[src/sv/sacf_pkg.sv]
package sacf_pkg;
  localparam int NumSets   = 8;
  localparam int NumWays   = 4;
  localparam int LineBytes = 64;
  localparam int AddrBits  = 16;
  localparam int InWidth   = 32;
  localparam int OutWidth  = 80;

  typedef struct packed {
    logic start;
    logic out_taken;
  } sacf_cmd_t;

  typedef struct packed {
    logic clearing;
    logic lookup_done;
    logic need_fill;
    logic fill_done;
  } sacf_stat_t;
endpackage

[src/sv/sacf_ctrl.sv]
module sacf_ctrl (
  input  logic              clk,
  input  logic              rst,
  input  logic              in_valid,
  output logic              in_ready,
  output logic              out_valid,
  input  logic              out_ready,
  output sacf_pkg::sacf_cmd_t  cmd,
  input  sacf_pkg::sacf_stat_t stat
);
  import sacf_pkg::*;

  localparam logic [1:0] S_IDLE = 2'd0;
  localparam logic [1:0] S_LOOK = 2'd1;
  localparam logic [1:0] S_FILL = 2'd2;
  localparam logic [1:0] S_OUT  = 2'd3;

  logic [1:0] state;
  logic [1:0] state_next;

  // no item is taken while the backing store is being cleared
  assign in_ready  = (state == S_IDLE) && !stat.clearing;
  assign out_valid = (state == S_OUT);
  assign cmd.start     = in_valid && in_ready;
  assign cmd.out_taken = out_valid && out_ready;

  always_comb begin
    state_next = state;
    unique case (state)
      S_IDLE: if (cmd.start) state_next = S_LOOK;
      S_LOOK: if (stat.lookup_done) state_next = stat.need_fill ? S_FILL : S_OUT;
      S_FILL: if (stat.fill_done) state_next = S_OUT;
      S_OUT:  if (cmd.out_taken) state_next = S_IDLE;
      default: state_next = S_IDLE;
    endcase
  end

  always_ff @(posedge clk) begin
    if (rst) begin
      state <= S_IDLE;
    end else begin
      state <= state_next;
    end
  end
endmodule

[config.mk]
export PLATFORM = sky130hd
export DESIGN_NAME = sacf_ctrl
export DESIGN_NICKNAME = d
export VERILOG_FILES = /design/src/sv/sacf_pkg.sv /design/src/sv/sacf_ctrl.sv
export SDC_FILE = /design/constraint.sdc
export NUM_CORES = 1
export LEC_CHECK = 0
export BUFFER_PORTS_ARGS = -buffer_cell sky130_fd_sc_hd__buf_2
export CORE_AREA = 2 2 39 41
export CTS_CLUSTER_SIZE = 25
export DETAILED_ROUTE_END_ITERATION = 10
export DIE_AREA = 0 0 41 43
export PLACE_DENSITY_LB_ADDON = 0.12
export SLEW_MARGIN = 40
export SYNTH_ARGS = -nofsm -noshare
export SYNTH_HDL_FRONTEND = slang
export SYNTH_SLANG_ARGS = --single-unit
[constraint.sdc]
create_clock -name clk -period 4.4 [get_ports clk]
set_clock_uncertainty 0.2 [all_clocks]
set_input_delay 0.44 -clock clk [delete_from_list [all_inputs] [get_ports clk]]
set_output_delay 0.44 -clock clk [all_outputs]
set_load 0.01 [all_outputs]
; Yosys cells after proc, flatten, opt, wreduce, memory -nomap -nowiden
; Cells that the tools add are included.
[op_classes]
n_eq_ne = 7
reduce_logical = 6
order_cmp = 0
n_shift = 0
n_mul = 0
muxes = 6
addsub = 0
bitwise_logic = 0
n_div = 0
[ops]
columns = operator, count
row1 = $mux W2, 4
row2 = $pmux W2 S4, 1
row3 = $ne A2 B2 Y1 const B, 3
row4 = $eq A2 B2 Y1 const B, 2
row5 = $reduce_and A4 Y1, 1
row6 = $logic_and A1 B1 Y1, 3
row7 = $eq A2 B1 Y1 const B, 1
row8 = $logic_not A2 Y1, 1
row9 = $ne A2 B1 Y1 const B, 1
row10 = $logic_not A1 Y1, 1
row11 = $mux W1, 1
[word_totals]
mem_bits_rw = 0
mem_bits_ro = 0
inputBits = 8
memories = 0
elab_cells = 20
reg_bits = 2
latch_bits = 0

; Depth between registers and ports, before layout
; Gate-level depths: netlist of the first run.
[depth]
word_depth = 5
mapped_depth = 5
mapped_depth_nobuf = 5

; Worst setup path before layout of the first run
; Ideal clock, no wire load.
[synth_path]
path_kind = reg-to-output
from = register state[0]
to = output cmd[1] (netlist bit)
arrival_ns = 1.105
slack_ns = 2.655
required_time_ns = 3.760
n_path_buf = 0
path_stages_with_launch = 5
cell_sequence = dfxtp_1 inv_1 ha_1 and2b_2 and2_1
[synth_lines]
columns = item, line_no
row1 = "start, declared", sacf_ctrl.sv:18  ; logic [1:0] state;
row2 = "start signal, assigned", sacf_ctrl.sv:42  ; state <= state_next;
row3 = "end, declared", sacf_ctrl.sv:8  ; output sacf_pkg::sacf_cmd_t cmd,

==> results of run 1 <==
power breakdown:
part / total (mW) / switching (mW) / internal [mW]
combinational: 0.104 / 0.0458 / 0.0577
sequential: 0.0386 / 0.0118 / 0.0268
clock: 0.0399 / 0.00984 / 0.0300
worst reg2reg max path, cell delays in order (launching register included):
cell and delay [ns]:
dfxtp_1 0.41, inv_1 0.11, ha_1 0.20, nor2b_1 0.15, a2111oi_4 0.33, mux2i_1 0.23
cell usage after synthesis:
master	n	area (um2)
ha_1	5	62.56
inv_1	3	11.26
nand2_1	3	11.26
nor2b_1	3	18.77
and2_1	2	12.51
dfxtp_1	2	40.04
mux2i_1	2	20.02
a2111oi_4	1	27.53
and2b_2	1	8.760
and3b_1	1	8.760
nand2b_4	1	13.76
nor2b_4	1	13.76
o31ai_1	1	7.510
how the worst max path moves through the flow:
stage | cells after the start | from | slack, ns | to
after CTS | 5 | state[0]$_SDFFE_PP0P_ | 2.27 | cmd[1]
final | 5 | state[0]$_SDFFE_PP0P_ | 2.29 | cmd[1]
after global routing | 5 | state[0]$_SDFFE_PP0P_ | 2.19 | cmd[1]
after global placement | 5 | state[0]$_SDFFE_PP0P_ | 2.52 | cmd[1]
after detailed placement | 5 | state[0]$_SDFFE_PP0P_ | 2.51 | cmd[1]
after floorplan | 4 | state[0]$_SDFFE_PP0P_ | 2.65 | cmd[1]
metrics by stage:
stage	power, mW	area [um2]	hold slack, ns	utilization [%]
floorplan	0.1208	256.5	0.2755	-
global placement	0.1460	331.6	0.3177	23.96
detailed placement	0.1439	331.6	0.3147	23.96
CTS	0.1884	354.1	0.3179	25.59
global route	0.2004	354.1	0.3449	25.59
finish	0.1820	354.1	0.3139	25.59
cells by family after synthesis:
kind of cell | after synthesis | synth area share [%]
DFF | 2 | 15.61
buffers and inverters | 3 | 4.390
muxes | 2 | 7.805
AOI/OAI and AO/OA | 2 | 13.66
and+or+nand+nor | 12 | 34.14
adders and majority gates | 5 | 24.39
cell usage in the layout (no fill, tap or decap):
cell type	count
a2111oi_4	1
and2_1	2
and2b_2	1
and3b_1	1
buf_2	11
clkbuf_4	3
dfxtp_1	2
ha_1	5
inv_1	3
mux2i_1	2
nand2_1	3
nand2b_4	1
nor2b_1	3
nor2b_4	1
o31ai_1	1
layout make-up:
| cell class | count | area, um2 | area share [%] |
|---|---|---|---|
| Clock buffer | 3 | 22.52 | 6.360 |
| Inverter | 3 | 11.26 | 3.180 |
| Multi-Input combinational cell | 21 | 205.2 | 57.95 |
| Sequential cell | 2 | 40.04 | 11.31 |
| Tap cell | 16 | 20.02 | 5.654 |
| Timing Repair Buffer | 11 | 55.05 | 15.55 |
routing by layer:
| metal | routed length, um | GRT usage (%) | part of all wire, % |
|---|---|---|---|
| met2 | 257 | 9.063 | 56 |
| met5 | 0 | 0 | 0 |
| met4 | 0 | 8.000 | 0 |
| met1 | 161 | 5.079 | 35 |
| met3 | 43 | 1.571 | 9.3 |
==> impl_results.md, run 1 <==
- Hold path endpoint: state[1]$_SDFFE_PP0P_
- GRT Total Usage: 6.000%
- Peak VDD IR: 177.9 uV
- Yosys warning total: 0
- Num rows: 14
- Crit-path cells: inv_1, ha_1, and2b_2, and2_1, buf_2
- Largest register by flop count: state
- RePlAce Congestion: 0.7250
- Vias: 210
- Fin crit period: 2.108 ns
- Final WS setup: about 2.3 ns
- CP max-delay cell: dfxtp_1
- Net Count, Synth: 39
- Worst r2r src: state[0]$_SDFFE_PP0P_
- Root Driver: clkbuf_4
- Clock Path Buffers: 2
- Post-CTS Hold Fix Bufs: 0
- Final Hold Fails: 0
- Top delay family on crit path: flip-flops
- Hold Crit Class: flip-flop to flip-flop
- Die extent in x: 41 um
- Netlist cell types: 13
- Setup_tns: 0 ns
- Die height: about 43 um
- Pre-CTS WS: 2.512 ns
- Pins Over Slew Limit: 0
- Max stage delay on crit path: 0.41 ns
- P per Cell Area: 514.1 nW/um2
- Outcome: completed
- Slew headroom: about four fifths
- Synthesis-to-layout area growth: 38.05%
- Reg2reg path depth: 5
- Top flop regs: state x2
- Via density: 3.750
- Clock Sinks: 2
- Initial core utilization: between 15 and 20%
- Fill count: 168
- Setup bufs post-CTS: 0
- CP arrival: 1.47 ns
- Wire per inst: 8.250 um
- First-pass GRT wire length: roughly 660 um
- Placed Cells: between 50 and 60
- Mean Syn Cell Area: 9.865 um2
- Clock transition at path regs: approximately 0.030 ns
- Total CTS buffers: 3
- Reg-to-Reg End: state[0]$_SDFFE_PP0P_
- Hold path depth: 2
- Boundary Pins: 12
- Worst Setup Start Kind: flip-flop
- Clock Latency Late Sink: 0.22 ns
- CTS tree: built
- Final Non-Filler Cells: 56
- R2R Setup Slk: 2.70 ns
- CP Max Fanout: 6
- CP Data Required Time: 3.76 ns
- Largest net degree at the start of global routing: 7
- Share of layout cells above drive strength 1: 45.00%
- Crit path kind: flip-flop to output pin
- Worst-margin pin slew: 0.3232 ns
- Max-Cap Viols: 0
- Fmax: 0.4743 GHz
- Initial DRC Count: 0
- CTS resizes: 0
- Initial antenna violation count: 0
- PortBufs: 11
- Core box area: 1384 um2
- RSZ-0062 raised after global routing: no
- WL final: 462 um
- Routed Antenna Nets: 0
- Finish-stage setup viols: 0
- Pleak: roughly 0.18 nW
- Worst hold path startpoint: state[1]$_SDFFE_PP0P_
- Htree depth: 1
- Post-Synthesis Cells: 26
- Vias in the first global route: 197
- DRC: 0
- DRT Pass-1 Iters: 1
- Max reg flops: 2
- CP Buf/Inv Count: 2
- Die Area: between 1500 and 2000 um2
- Sequential area share after synthesis: between 15 and 20%
- Worst setup EP type: output pin
- Total Nets Final: 55
- Diodes inserted: 0
- Synthesized area: ~260 um2
- Seq cells post-synth: 2
- Total grt overflow: 0
- Final Cycle Share: 47.91%
Power figures use the tool's default switching activity.
==> run 2, diff against run 1 <==
clock period = 2.2 ns   (was 4.4 ns; I/O delays follow)
==> impl_results.md, run 2 (synthesized netlist as in run 1, its figures left out) <==
- Outcome: completed
- Total grt overflow: 0
- Core box area: 1384 um2
- Initial DRC Count: 0
- Clock Latency Late Sink: 0.23 ns
- Fill count: 164
- Pre-CTS WS: 0.4788 ns
- Final WS setup: 0.2920 ns
- Slew headroom: 77.69%
- PortBufs: 11
- CP Data Required Time: 1.78 ns
- Hold Crit Class: input port to flip-flop
- Max-Cap Viols: 0
- Crit path kind: flip-flop to output pin
- CP arrival: 1.49 ns
- Vias in the first global route: 247
- Htree depth: 1
- Vias: between 200 and 250
- Wire per inst: 9.071 um
- P per Cell Area: 1050 nW/um2
- Die extent in x: 41 um
- RePlAce Congestion: 0.7119
- Fmax: ~0.52 GHz
- Max reg flops: 2
- DP HPWL: between 400 and 500 um
- Commonest cells after routing, fill and taps aside: buf_2 (11), ha_1 (5)
- Worst Setup Start Kind: flip-flop
- Worst setup EP type: output pin
- Worst-margin pin slew: 0.3347 ns
- Top flop regs: state x2
- CTS resizes: 0
- Largest register by flop count: state
- Largest net degree at the start of global routing: 7
- Clock Path Buffers: 2
- Via density: 3.857
- Post-CTS Hold Fix Bufs: 0
- Root Driver: clkbuf_4
- Final Hold Fails: 0
- Clock Sinks: 2
- Pins Over Slew Limit: 0
- GRT Total Usage: 7.908%
- Setup bufs post-CTS: 0
- Diodes inserted: 0
- R2R Setup Slk: 0.48 ns
- Initial antenna violation count: 0
- Die height: 43 um
- Sequential Area: 40.04 um2
- Most common cell after layout, fill and taps aside: buf_2
- Initial core utilization: 18.54%
- Peak VDD IR: 322.9 uV
- First-pass GRT wire length: 869 um
- Total Nets Final: 55
- CP Max Fanout: 6
- Total CTS buffers: 3
- Routed Antenna Nets: 0
- Share of layout cells above drive strength 1: 45.00%
- Die Area: 1763 um2
- Fin crit period: 1.908 ns
- Final Cycle Share: around 87%
- Finish-stage setup viols: 0
- RSZ-0062 raised after global routing: no
- Setup_tns: 0 ns
- CTS tree: built
- Boundary Pins: 12
- Clock transition at path regs: 0.03 ns
- Synthesis-to-layout area growth: 38.05%
- WL final: approximately 510 um
- Num rows: 14
- DRC: 0
- Pleak: 0.1830 nW
- DRT Pass-1 Iters: 1
- Multi-input gate area: roughly 210 um2
[run 2: cell counts in the layout (fill, tap and decap cells not counted)]
Identical to the previous run, type by type.
[run 2: report_power, final]
part / internal [mW] / switching, mW
Clock: 0.0603 / 0.0220
Combinational: 0.116 / 0.0960
Sequential: 0.0537 / 0.0242
Total: 0.230 / 0.142
[run 2: metal layers]
layer / routed length (um) / track usage [%] / vias to the layer above
met5: 0 / 0 / -
met4: 0 / 10.00 / 0
met3: 40 / 1.571 / 0
met2: 288 / 12.81 / 7
met1: 179 / 6.369 / 95
li1: - / - / 114
[run 2: cell type report]
| cell class | instances | share of cell area [%] |
|---|---|---|
| Sequential cell | 2 | 11.31 |
| Tap cell | 16 | 5.654 |
| Multi-Input combinational cell | 21 | 57.95 |
| Timing Repair Buffer | 11 | 15.55 |
| Inverter | 3 | 3.180 |
| Clock buffer | 3 | 6.360 |
[run 2: critical path, stage by stage, from the launching register on]
cell,delay (ns)
dfxtp_1,0.41
inv_1,0.12
ha_1,0.26
and2b_2,0.21
and2_1,0.14
buf_2,0.13
[run 2: worst paths after layout]
path,startpoint,to,depth (start not counted)
worst max-delay path,state[0]$_SDFFE_PP0P_,cmd[1],5
worst min-delay path,rst,state[1]$_SDFFE_PP0P_,4
worst max register to register,state[1]$_SDFFE_PP0P_,state[0]$_SDFFE_PP0P_,5
worst min register to register,state[1]$_SDFFE_PP0P_,state[1]$_SDFFE_PP0P_,2
[run 2: through the flow]
step           cells  total power [mW]  area (um2)  utilization, %  hold WS (ns)
2_1_floorplan     26            0.2415       256.5               -        0.2255
3_3_place_gp      53            0.2938       331.6           23.96        0.3245
3_5_place_dp      53            0.2922       331.6           23.96        0.3264
4_1_cts           56            0.3820       354.1           25.59       0.09388
5_1_grt           56            0.4110       354.1           25.59        0.1313
6_report          56            0.3719       354.1           25.59        0.1013
==> run 3, diff against run 2 <==
==> constraint.sdc (replaced) <==
create_clock -name clk -period 2.2 [get_ports clk]
set_clock_uncertainty 0.2 [all_clocks]
set_input_delay 0.33 -clock clk [delete_from_list [all_inputs] [get_ports clk]]
set_output_delay 0.33 -clock clk [all_outputs]
set_load 0.01 [all_outputs]
==> impl_results.md, run 3 (synthesized netlist as in run 1, its figures left out) <==
- Clock transition at path regs: 0.03 ns
- Crit-path cells: inv_1, ha_1, and2b_2, and2_1, buf_2
- Num rows: 14
- Sequential Area: 40.04 um2
- Max reg flops: 2
- Final Cycle Share: about nine tenths
- Worst-margin pin slew: 0.3517 ns
- Diodes inserted: 0
- Worst setup EP type: output pin
- Peak VDD IR: around 360 uV
- Fmax: approximately 0.5 GHz
- Fill count: 155
- Total Nets Final: 55
- Die extent in x: about 40 um
- Vias in the first global route: 228
- CP Buf/Inv Count: 2
- Clock Latency Late Sink: 0.22 ns
- Setup bufs post-CTS: 0
- CTS tree: built
- Pleak: 0.1830 nW
- Multi-input gate area: 205.2 um2
- PortBufs: 11
- Setup_tns: 0 ns
- CTS resizes: 0
- Hold Crit Class: input port to flip-flop
- Post-CTS Hold Fix Bufs: 0
- Max stage delay on crit path: 0.40 ns
- WL final: 510 um
- RSZ-0062 raised after global routing: no
- Post-Layout Inst Area: between 300 and 400 um2
- Via density: 3.911
- Most common cell after layout, fill and taps aside: buf_2
- Slew headroom: 76.55%
- Largest net degree at the start of global routing: 7
- Pins Over Slew Limit: 0
- Total grt overflow: 0
- Htree depth: 1
- Die height: between 40 and 50 um
- Synthesis-to-layout area growth: 38.05%
- Placed Area: 331.6 um2
- P per Cell Area: 1048 nW/um2
- CP Max Fanout: 6
- Finish-stage setup viols: 0
- Boundary Pins: 12
- Share of layout cells above drive strength 1: 45.00%
- Final Hold Fails: 0
- Die Area: 1763 um2
- Wire per inst: 9.107 um
- Vias: 219
- DRC: 0
- Initial antenna violation count: 0
- Core box area: 1384 um2
- GRT Total Usage: around 8.1%
- CP max-delay cell: dfxtp_1
- RePlAce Congestion: 0.7129
- Initial DRC Count: 4
- Routed Antenna Nets: 0
- Clock Sinks: 2
- Initial core utilization: 18.54%
- First-pass GRT wire length: between 900 and 1000 um
- Max-Cap Viols: 0
- Worst Setup Start Kind: flip-flop
- CP arrival: 1.47 ns
- Largest register by flop count: state
- CP Data Required Time: 1.67 ns
- Fin crit period: 1.999 ns
- DRT Pass-1 Iters: 2
- Root Driver: clkbuf_4
- Commonest cells after routing, fill and taps aside: buf_2 (11), ha_1 (5)
- Clock Path Buffers: 2
- Crit path kind: flip-flop to output pin
- Outcome: completed
- Top delay family on crit path: flip-flops
- Total CTS buffers: 3
- Top flop regs: state x2
run 3: cell counts in the layout (fill, tap and decap cells not counted):
No cell type changed its count.
run 3: worst paths after layout:
path	from	end	slack, ns	cells after the start
max reg2reg	state[1]$_SDFFE_PP0P_	state[0]$_SDFFE_PP0P_	0.47	5
min	rst	state[1]$_SDFFE_PP0P_	0.22	4
min reg2reg	state[1]$_SDFFE_PP0P_	state[1]$_SDFFE_PP0P_	0.32	2
max	state[0]$_SDFFE_PP0P_	cmd[1]	0.20	5
run 3: area by class of cell:
type                    count  area share (%)
flip-flops and latches      2           11.31
multi-input cells          21           57.95
inverters                   3           3.180
well taps                  16           5.654
repair buffers             11           15.55
clock buffers               3           6.360
run 3: report_power, final:
| part | switching (mW) | internal [mW] | total [mW] |
|---|---|---|---|
| Clock | 0.0187 | 0.0600 | 0.0786 |
| Combinational | 0.0981 | 0.117 | 0.216 |
| Sequential | 0.0233 | 0.0537 | 0.0770 |
| Total | 0.140 | 0.231 | 0.371 |
run 3: metal layers:
| layer | GRT usage, % | part of all wire [%] | vias to the layer above |
|---|---|---|---|
| met4 | 6.000 | 0 | 0 |
| met5 | 0 | 0 | - |
| met1 | 8.280 | 37 | 98 |
| li1 | - | - | 112 |
| met2 | 11.56 | 54 | 9 |
| met3 | 4.712 | 8.8 | 0 |
run 3: tightest hold or removal path, stage by stage:
cell     delay [ns]
buf_2          0.07
inv_1          0.06
nand2_1        0.07
mux2i_1        0.05
run 3: metrics by stage:
step | setup slack, ns | std cells | hold slack (ns) | total power, mW | util (%)
floorplan | 0.5650 | 26 | 0.2755 | 0.2415 | -
global placement | 0.4580 | 53 | 0.3116 | 0.2950 | 23.96
detailed placement | 0.4145 | 53 | 0.3128 | 0.2970 | 23.96
CTS | 0.1747 | 56 | 0.2109 | 0.3838 | 25.59
global route | 0.06856 | 56 | 0.2411 | 0.4210 | 25.59
finish | 0.2011 | 56 | 0.2180 | 0.3711 | 25.59
